`src/jbbp_pkg.sv`:
```
package jbbp_pkg;

    localparam int ADDR_BITS_DEF = 16;
    localparam logic [7:0] RAW_PUSH_RESET = 8'hFE;

    localparam logic [7:0] OP_IINC    = 8'h84;
    localparam logic [7:0] OP_WIDE    = 8'hC4;
    localparam logic [7:0] OP_TSWITCH = 8'hAA;
    localparam logic [7:0] OP_GOTO_W  = 8'hC8;
    localparam logic [7:0] OP_JSR_W   = 8'hC9;

    localparam logic [2:0] ERR_NONE    = 3'd0;
    localparam logic [2:0] ERR_UNKNOWN = 3'd1;
    localparam logic [2:0] ERR_WIDE2   = 3'd2;
    localparam logic [2:0] ERR_BADWIDE = 3'd3;
    localparam logic [2:0] ERR_LONG    = 3'd4;

    localparam logic [1:0] KIND_BRANCH  = 2'd0;
    localparam logic [1:0] KIND_DEFAULT = 2'd1;
    localparam logic [1:0] KIND_TCASE   = 2'd2;
    localparam logic [1:0] KIND_LPAIR   = 2'd3;

    typedef enum logic [11:0] {
        PH_OPCODE    = 12'b000000000001,
        PH_WIDE_OP   = 12'b000000000010,
        PH_OPERANDS  = 12'b000000000100,
        PH_BRANCH    = 12'b000000001000,
        PH_PAD       = 12'b000000010000,
        PH_DEFAULT   = 12'b000000100000,
        PH_TS_LOW    = 12'b000001000000,
        PH_TS_HIGH   = 12'b000010000000,
        PH_TS_CASE   = 12'b000100000000,
        PH_LS_NPAIRS = 12'b001000000000,
        PH_LS_MATCH  = 12'b010000000000,
        PH_LS_OFFSET = 12'b100000000000
    } phase_t;

    typedef enum logic [2:0] {
        CL_UNKNOWN = 3'd0,
        CL_FIXED   = 3'd1,
        CL_LOCAL   = 3'd2,
        CL_IINC    = 3'd3,
        CL_FIELD   = 3'd4,
        CL_BR16    = 3'd5,
        CL_BR32    = 3'd6,
        CL_SWITCH  = 3'd7
    } op_class_t;

    typedef struct packed {
        op_class_t  cls;
        logic [2:0] len;
    } op_info_t;

    // Opcode class and fixed operand count
    function automatic op_info_t classify(input logic [7:0] b);
        op_info_t r;
        r.cls = CL_UNKNOWN;
        r.len = 3'd0;
        if (b <= 8'h0F || (b >= 8'h1A && b <= 8'h35) || (b >= 8'h3B && b <= 8'h83) ||
            (b >= 8'h85 && b <= 8'h98) || (b >= 8'hAC && b <= 8'hB1) ||
            b == 8'hBE || b == 8'hBF || b == 8'hC2 || b == 8'hC3) begin
            r.cls = CL_FIXED;
        end else if (b == 8'h10 || b == 8'h12 || b == 8'hBC) begin
            r.cls = CL_FIXED; r.len = 3'd1;
        end else if (b == 8'h11 || b == 8'h13 || b == 8'h14 || b == 8'hB6 ||
                     b == 8'hBB || b == 8'hBD || b == 8'hC0 || b == 8'hC1) begin
            r.cls = CL_FIXED; r.len = 3'd2;
        end else if (b == 8'hC5) begin
            r.cls = CL_FIXED; r.len = 3'd3;
        end else if (b == 8'hB9 || b == 8'hBA) begin
            r.cls = CL_FIXED; r.len = 3'd4;
        end else if ((b >= 8'h15 && b <= 8'h19) || (b >= 8'h36 && b <= 8'h3A) ||
                     b == 8'hA9) begin
            r.cls = CL_LOCAL;
        end else if (b == OP_IINC) begin
            r.cls = CL_IINC;
        end else if ((b >= 8'hB2 && b <= 8'hB5) || b == 8'hB7 || b == 8'hB8) begin
            r.cls = CL_FIELD;
        end else if ((b >= 8'h99 && b <= 8'hA8) || b == 8'hC6 || b == 8'hC7) begin
            r.cls = CL_BR16;
        end else if (b == OP_GOTO_W || b == OP_JSR_W) begin
            r.cls = CL_BR32;
        end else if (b == OP_TSWITCH || b == 8'hAB) begin
            r.cls = CL_SWITCH;
        end
        return r;
    endfunction

endpackage

```
`src/jvm_bytecode_boundary_parser.sv`:
```
// Each result item is registered and turns valid in the cycle after its input item is accepted.
// Throughput: one byte per cycle; the result register is a single stage that
// refills in the same cycle it is taken, so s_ready stays high unless a result waits.
// Reset (aresetn low, synchronous): parser returns to expecting an opcode at
// offset 0, errors clear, raw push opcode returns to 0xFE.
module jvm_bytecode_boundary_parser #(
    parameter int ADDR_BITS = jbbp_pkg::ADDR_BITS_DEF
) (
    input  logic         aclk,
    input  logic         aresetn,
    input  logic         cfg_we,
    input  logic [7:0]   cfg_wdata,
    input  logic         s_valid,
    output logic         s_ready,
    input  logic [7:0]   s_code_byte,
    output logic         m_valid,
    input  logic         m_ready,
    output logic [15:0]  m_byte_offset,
    output logic         m_instr_start,
    output logic         m_instr_end,
    output logic [7:0]   m_opcode,
    output logic         m_is_wide,
    output logic         m_target_valid,
    output logic [1:0]   m_target_kind,
    output logic [31:0]  m_target,
    output logic [31:0]  m_case_key,
    output logic [2:0]   m_error_code
);
    import jbbp_pkg::*;

    localparam logic [ADDR_BITS:0] LIMIT = {1'b1, {ADDR_BITS{1'b0}}};

    logic [7:0]           raw_push_reg;
    logic [ADDR_BITS:0]   pos_reg, pos_next;
    phase_t               ph_reg, ph_next;
    logic [7:0]           cop_reg, cop_next;
    logic [ADDR_BITS-1:0] iaddr_reg, iaddr_next;
    logic                 wide_reg, wide_next;
    logic [2:0]           obl_reg, obl_next;
    logic [1:0]           pad_reg, pad_next;
    logic [31:0]          acc_reg, acc_next;
    logic [1:0]           wbc_reg, wbc_next;
    logic [31:0]          key_reg, key_next;
    logic [31:0]          cnt_reg, cnt_next;
    logic [2:0]           err_reg, err_next;

    logic        start, fin, tv;
    logic [1:0]  kind;
    logic [31:0] tgt, key, ofs, w, iaddr32;
    logic [2:0]  len;
    logic        word_done;
    op_info_t    info;
    logic        accept;

    assign s_ready = !m_valid || m_ready;
    assign accept  = s_valid && s_ready;
    assign iaddr32 = 32'(iaddr_next);

    // Decode one byte against the parser state
    always_comb begin
        pos_next = pos_reg; ph_next = ph_reg; cop_next = cop_reg;
        iaddr_next = iaddr_reg; wide_next = wide_reg; obl_next = obl_reg;
        pad_next = pad_reg; acc_next = acc_reg; wbc_next = wbc_reg;
        key_next = key_reg; cnt_next = cnt_reg; err_next = err_reg;
        start = 1'b0; fin = 1'b0; tv = 1'b0; kind = KIND_BRANCH;
        tgt = '0; key = '0; word_done = 1'b0; len = 3'd0; ofs = '0;
        info = classify(s_code_byte);
        w = {acc_reg[23:0], s_code_byte};

        if (err_next == ERR_NONE && pos_reg >= LIMIT) err_next = ERR_LONG;

        if (err_next == ERR_NONE) begin
            unique case (ph_reg)
                PH_OPCODE, PH_WIDE_OP: begin
                    if (ph_reg == PH_OPCODE) begin
                        iaddr_next = pos_reg[ADDR_BITS-1:0];
                        wide_next = 1'b0;
                        start = 1'b1;
                    end
                    cop_next = s_code_byte;
                    if (s_code_byte == raw_push_reg) begin
                        if (wide_next) err_next = ERR_BADWIDE;
                        else begin ph_next = PH_OPERANDS; obl_next = 3'd4; end
                    end else if (s_code_byte == OP_WIDE) begin
                        if (wide_next) err_next = ERR_WIDE2;
                        else begin wide_next = 1'b1; ph_next = PH_WIDE_OP; end
                    end else if (info.cls == CL_UNKNOWN) begin
                        err_next = ERR_UNKNOWN;
                    end else if (wide_next && info.cls != CL_LOCAL &&
                                 info.cls != CL_IINC && info.cls != CL_FIELD) begin
                        err_next = ERR_BADWIDE;
                    end else begin
                        len = info.len;
                        if (info.cls == CL_LOCAL) len = wide_next ? 3'd2 : 3'd1;
                        else if (info.cls == CL_IINC) len = wide_next ? 3'd4 : 3'd2;
                        else if (info.cls == CL_FIELD) len = wide_next ? 3'd3 : 3'd2;
                        if (info.cls == CL_BR16 || info.cls == CL_BR32) begin
                            ph_next = PH_BRANCH;
                            obl_next = (info.cls == CL_BR16) ? 3'd2 : 3'd4;
                            acc_next = '0;
                        end else if (info.cls == CL_SWITCH) begin
                            pad_next = 2'd3 - iaddr_next[1:0];
                            acc_next = '0;
                            wbc_next = '0;
                            ph_next = (pad_next != 2'd0) ? PH_PAD : PH_DEFAULT;
                        end else if (len == 3'd0) begin
                            fin = 1'b1; ph_next = PH_OPCODE;
                        end else begin
                            ph_next = PH_OPERANDS; obl_next = len;
                        end
                    end
                end
                PH_OPERANDS: begin
                    obl_next = obl_reg - 3'd1;
                    if (obl_next == 3'd0) begin fin = 1'b1; ph_next = PH_OPCODE; end
                end
                PH_BRANCH: begin
                    acc_next = w;
                    obl_next = obl_reg - 3'd1;
                    if (obl_next == 3'd0) begin
                        ofs = w;
                        if (cop_reg != OP_GOTO_W && cop_reg != OP_JSR_W)
                            ofs = {{16{w[15]}}, w[15:0]};
                        tv = 1'b1; kind = KIND_BRANCH; tgt = iaddr32 + ofs;
                        fin = 1'b1; ph_next = PH_OPCODE;
                    end
                end
                PH_PAD: begin
                    pad_next = pad_reg - 2'd1;
                    if (pad_next == 2'd0) ph_next = PH_DEFAULT;
                end
                default: begin
                    acc_next = w;
                    word_done = (wbc_reg == 2'd3);
                    wbc_next = wbc_reg + 2'd1;
                end
            endcase

            // Complete a switch word
            if (word_done) begin
                unique case (ph_reg)
                    PH_DEFAULT: begin
                        tv = 1'b1; kind = KIND_DEFAULT; tgt = iaddr32 + w;
                        ph_next = (cop_reg == OP_TSWITCH) ? PH_TS_LOW : PH_LS_NPAIRS;
                    end
                    PH_TS_LOW: begin
                        key_next = w; ph_next = PH_TS_HIGH;
                    end
                    PH_TS_HIGH: begin
                        cnt_next = w - key_reg + 32'd1;
                        if (cnt_next == '0) begin fin = 1'b1; ph_next = PH_OPCODE; end
                        else ph_next = PH_TS_CASE;
                    end
                    PH_TS_CASE: begin
                        tv = 1'b1; kind = KIND_TCASE; tgt = iaddr32 + w; key = key_reg;
                        key_next = key_reg + 32'd1;
                        cnt_next = cnt_reg - 32'd1;
                        if (cnt_next == '0) begin fin = 1'b1; ph_next = PH_OPCODE; end
                    end
                    PH_LS_NPAIRS: begin
                        cnt_next = w;
                        if (w == '0) begin fin = 1'b1; ph_next = PH_OPCODE; end
                        else ph_next = PH_LS_MATCH;
                    end
                    PH_LS_MATCH: begin
                        key_next = w; ph_next = PH_LS_OFFSET;
                    end
                    default: begin
                        tv = 1'b1; kind = KIND_LPAIR; tgt = iaddr32 + w; key = key_reg;
                        cnt_next = cnt_reg - 32'd1;
                        if (cnt_next == '0) begin fin = 1'b1; ph_next = PH_OPCODE; end
                        else ph_next = PH_LS_MATCH;
                    end
                endcase
            end
        end

        if (pos_reg < LIMIT) pos_next = pos_reg + 1'b1;
    end

    // Advance parser state on each accepted item
    always_ff @(posedge aclk) begin
        if (!aresetn) begin
            raw_push_reg <= RAW_PUSH_RESET;
            pos_reg <= '0; ph_reg <= PH_OPCODE; cop_reg <= '0; iaddr_reg <= '0;
            wide_reg <= 1'b0; obl_reg <= '0; pad_reg <= '0; acc_reg <= '0;
            wbc_reg <= '0; key_reg <= '0; cnt_reg <= '0; err_reg <= ERR_NONE;
            m_valid <= 1'b0;
        end else begin
            if (cfg_we) raw_push_reg <= cfg_wdata;
            if (accept) begin
                pos_reg <= pos_next; ph_reg <= ph_next; cop_reg <= cop_next;
                iaddr_reg <= iaddr_next; wide_reg <= wide_next; obl_reg <= obl_next;
                pad_reg <= pad_next; acc_reg <= acc_next; wbc_reg <= wbc_next;
                key_reg <= key_next; cnt_reg <= cnt_next; err_reg <= err_next;
                m_valid <= 1'b1;
            end else if (m_ready) begin
                m_valid <= 1'b0;
            end
        end
    end

    // Hold the result item until taken
    always_ff @(posedge aclk) begin
        if (accept) begin
            m_byte_offset <= 16'(pos_reg);
            m_error_code  <= err_next;
            if (err_next != ERR_NONE) begin
                m_instr_start <= 1'b0; m_instr_end <= 1'b0; m_opcode <= '0;
                m_is_wide <= 1'b0; m_target_valid <= 1'b0; m_target_kind <= '0;
                m_target <= '0; m_case_key <= '0;
            end else begin
                m_instr_start <= start; m_instr_end <= fin; m_opcode <= cop_next;
                m_is_wide <= wide_next; m_target_valid <= tv; m_target_kind <= kind;
                m_target <= tgt; m_case_key <= key;
            end
        end
    end

endmodule

```
`config.mk`:
```
export PLATFORM = sky130hd
export DESIGN_NAME = jvm_bytecode_boundary_parser
export DESIGN_NICKNAME = d
export VERILOG_FILES = /design/src/jbbp_pkg.sv /design/src/jvm_bytecode_boundary_parser.sv
export SDC_FILE = /design/constraint.sdc
export NUM_CORES = 1
export LEC_CHECK = 0
export ABC_AREA = 1
export BUFFER_PORTS_ARGS = -buffer_cell sky130_fd_sc_hd__buf_2
export CAP_MARGIN = 20
export CORE_MARGIN = 2
export CORE_UTILIZATION = 55
export CTS_CLUSTER_DIAMETER = 60
export DETAILED_ROUTE_END_ITERATION = 8
export PLACE_DENSITY = 0.73
export SLEW_MARGIN = 20
export SYNTH_ARGS = -nofsm -noshare
export SYNTH_HDL_FRONTEND = slang
export SYNTH_SLANG_ARGS = --single-unit
export TNS_END_PERCENT = 5
```
`constraint.sdc`:
```
create_clock -name aclk -period 5.3 [get_ports aclk]
set_clock_uncertainty 0.1 [all_clocks]
set_input_delay 0.265 -clock aclk [delete_from_list [all_inputs] [get_ports aclk]]
set_output_delay 0.265 -clock aclk [all_outputs]
set_load 0.005 [all_outputs]
```
==> impl_metrics.py <==
metrics = {
    "run_status": {
        "outcome": "completed",
    },
    "timing": {
        "rsz0062_at_grt": "false",
        "max_slew.worst_pin.slew_ns": 1.03,
        "max_clock_freq_mhz": 207,
        "finalCritPeriodShare": 0.913,
        "normalized_max_slew_margin": 0.312,
        "timing.final.crit_period_ns": 4.84,
        "timing.setup.tns_ns": 0,
        "report.final.setup_viol": 0,
        "number_of_pins_exceeding_their_max_slew_limit_in_the_final_report": 0,
        "hold_viol_final": 0,
    },
    "routing": {
        "drt_first_iter_violations": 1801,
        "route.antenna.remaining_nets": 0,
        "detail_route.first_pass.iterations": 6,
        "drt-vias-per-instance": 5.73,
        "via_total_after_detailed_routing": 19300,
        "finalWirelength_mm": 64.0,
        "detail_route.drc_violations": 0,
        "post_drt_wl_per_cell_microns": 19.0,
    },
    "place": {
        "portBuffers": 119,
        "gp_routability_congestion": 0.988,
        "detailedPlacementHpwl_mm": 48.7,
        "numPlacedInstances": 3284,
    },
    "power": {
        "power.clock.fraction": 0.313,
        "internal-power_mw": 4.25,
        "power_leakage_nw": 9.64,
        "powerDensity_nw_per_um2": 336,
        "total_switching_power_mw": 2.75,
        "p_sw_frac": 0.393,
        "comb_power_share": 0.354,
        "max-vdd-ir-drop_v": 0.000225,
        "design_power_total_mw": 7.00,
        "power.sequential.fraction": 0.334,
    },
    "yosys": {
        "syn-mean-instance-area_sq_um": 6.72,
        "synth_cell_types": 59,
        "ys_ff_latch": 258,
        "synth_area_leader_cell": "dfxtp_1",
        "synthesis.area_sq_um": 18700,
        "synth_sequential_area_ratio": 0.328,
        "synth_top_area_frac": 0.172,
        "postSynthCellCount": 2786,
        "top_flip_flop_cell_by_instance_count_after_synthesis": "dfxtp_1",
        "synth-edff-count": 97,
        "synth.net_count": 2894,
        "synthArstFlopShare": 0,
        "synth_top_cells_by_area": "dfxtp_1 (17%), edfxtp_1 (16%), nand2_1 (14%), inv_1 (7.9%), nor2_1 (6.8%)",
        "yosys_warnings": 0,
    },
    "hold_path": {
        "hold_class": "in -> reg",
    },
    "setup_path": {
        "cp.required_ns": 5.50,
        "critical_path.startpoint_type": "flip-flop",
        "critical_path_class": "reg -> reg",
        "critPathCaptureType": "flip-flop",
        "path_max_fanout": 7,
        "timing.critical_path.arrival_ns": 5.04,
        "crit_path_max_incr_delay_ns": 0.39,
        "critical-path-slowest-cell": "fa_1",
    },
    "clocking": {
        "ctsLongestPathBuffers": 3,
        "cts.root.buffer_cell": "clkbuf_16",
        "clk_pin_slew_worst_paths_ns": 0.06,
        "cts_resized": 0,
        "worstSkewPairLatency_ns": 0.59,
        "cts_tree": "built",
        "cts_made_buffers": 31,
        "cts.htree.levels": 1,
        "cts-hold-fix-buffers": 19,
        "clkSinkCount": 258,
        "cts_setup_buffers": 0,
    },
    "floorplan": {
        "dieHeight_microns": 189,
        "effective_utilization_at_floorplan": 0.558,
        "pin_count": 120,
        "dieArea_sq_um": 35500,
        "design.core.area_sq_um": 33500,
        "die_x_microns": 189,
        "std_cell_rows": 67,
    },
    "global_route": {
        "grt_use_total": 0.354,
        "antenna_found_initial": 0,
        "grt-ovfl-total": 0,
        "largest_net_degree_at_the_start_of_global_routing": 83,
        "via_count_of_the_first_global_routing_pass": 18200,
        "grt_pass1_wl_mm": 99.2,
    },
    "flow_run": {
        "cap_viol_max_count": 0,
    },
    "layout": {
        "stdcell_count": 3362,
        "nets": 2996,
        "layout_fillers": 3209,
        "areaGrowthSynthToFinish_pct": 11.1,
        "drive_above_1_share": 0.0999,
    },
}
[worst max-delay path: cells and delay by family (launching register included)]
kind	cells	cell delay, ns
simple gates	14	2.06
compound gates	7	1.02
fa+ha+maj	2	0.63
buf+inv	5	0.42
flops	1	0.33
[synth_stat cells, drive strengths merged, types with 18 or more instances]
library cell,instances
a21oi,174
buf,43
clkbuf,47
dfxtp,161
edfxtp,97
ha,85
inv,415
nand2,688
nand3,143
nand4,51
nor2,355
nor3,81
nor4,18
o211ai,20
o21ai,213
xnor2,24
xor2,61
[layer usage]
layer  global-route usage  share of wire  up-vias
li1                     -              -     9347
met5                    0              0        -
met3               0.0451          0.081      151
met2                0.584           0.46      866
met4                0.141          0.039        0
met1                0.472           0.42     8887
[final cells by class]
cell class                 count  area, sq um  area share
sequential                   258         6140       0.295
multi-input combinational   2023        10500       0.507
timing repair buffer         159          943      0.0453
clock inverter                13          133     0.00638
inverter                     415         1570      0.0755
antenna                        1         2.50    0.000120
tap                          448          561      0.0269
clock buffer                  45          920      0.0442
[final timing paths]
path,startpoint,end,slack (ns),depth (start not counted)
worst min register to register,pos_reg[0],m_byte_offset[0],0.37,0
worst min-delay path,s_code_byte[0],key_reg[0],0.07,3
worst max-delay path,ph_reg[8],m_target[24],0.46,28
worst max register to register,ph_reg[8],m_target[24],0.46,28
[metrics by stage]
step | utilization | worst slack, ns | hold slack [ns] | instance area [sq um]
6_report | 0.620 | 0.460 | 0.0715 | 20800
5_1_grt | 0.620 | 0.117 | 0.0943 | 20800
4_1_cts | 0.620 | 0.569 | 0.0428 | 20800
3_5_place_dp | 0.583 | 0.588 | 0.358 | 19600
3_3_place_gp | 0.583 | 0.776 | 0.353 | 19600
2_1_floorplan | - | 1.13 | 0.291 | 18700
[placed cells by master (no fill, tap or decap), types with 4 or more instances in the layout]
cell type and count:
nor3_1 64, o31ai_1 5, edfxtp_1 97, xnor2_1 24
nor2_2 11, a22oi_1 10, a31oi_1 14, buf_2 119
dfxtp_1 161, nor2_4 7, a221oi_1 15, clkbuf_8 7
or2_2 6, nand2_1 675, nand3_1 141, a211oi_1 15
nand3b_1 9, dlygate4sd3_1 19, inv_2 20, nand4_1 49
nor2_1 337, inv_6 5, xor2_1 61, o211ai_1 20
inv_1 391, nor4_1 16, clkbuf_1 6, nor3_2 17
nand2_2 11, clkbuf_16 32, o21ai_0 198, a21oi_1 162
o22ai_1 9, o21ai_1 13, a21oi_2 12, ha_1 85
o221ai_1 4, buf_4 21
[power by group through the flow]
| stage | Sequential, mW | Clock (mW) | Combinational (mW) |
|---|---|---|---|
| 6_report | 2.34 | 2.19 | 2.47 |
| 5_1_grt | 2.35 | 2.28 | 2.77 |
| 2_1_floorplan | 2.31 | 0 | 1.77 |
| 3_3_place_gp | 2.37 | 0 | 2.39 |
| 3_5_place_dp | 2.37 | 0 | 2.42 |
| 4_1_cts | 2.33 | 2.21 | 2.44 |
[logic make-up after synthesis]
family | synth area share
XOR/XNOR | 0.0398
adder cells (fa/ha/maj) | 0.0589
AND/OR/NAND/NOR | 0.315
AO/OA/AOI/OAI | 0.149
flip-flops | 0.328
buffers and inverters | 0.109
(Power assumes the default switching activity.)
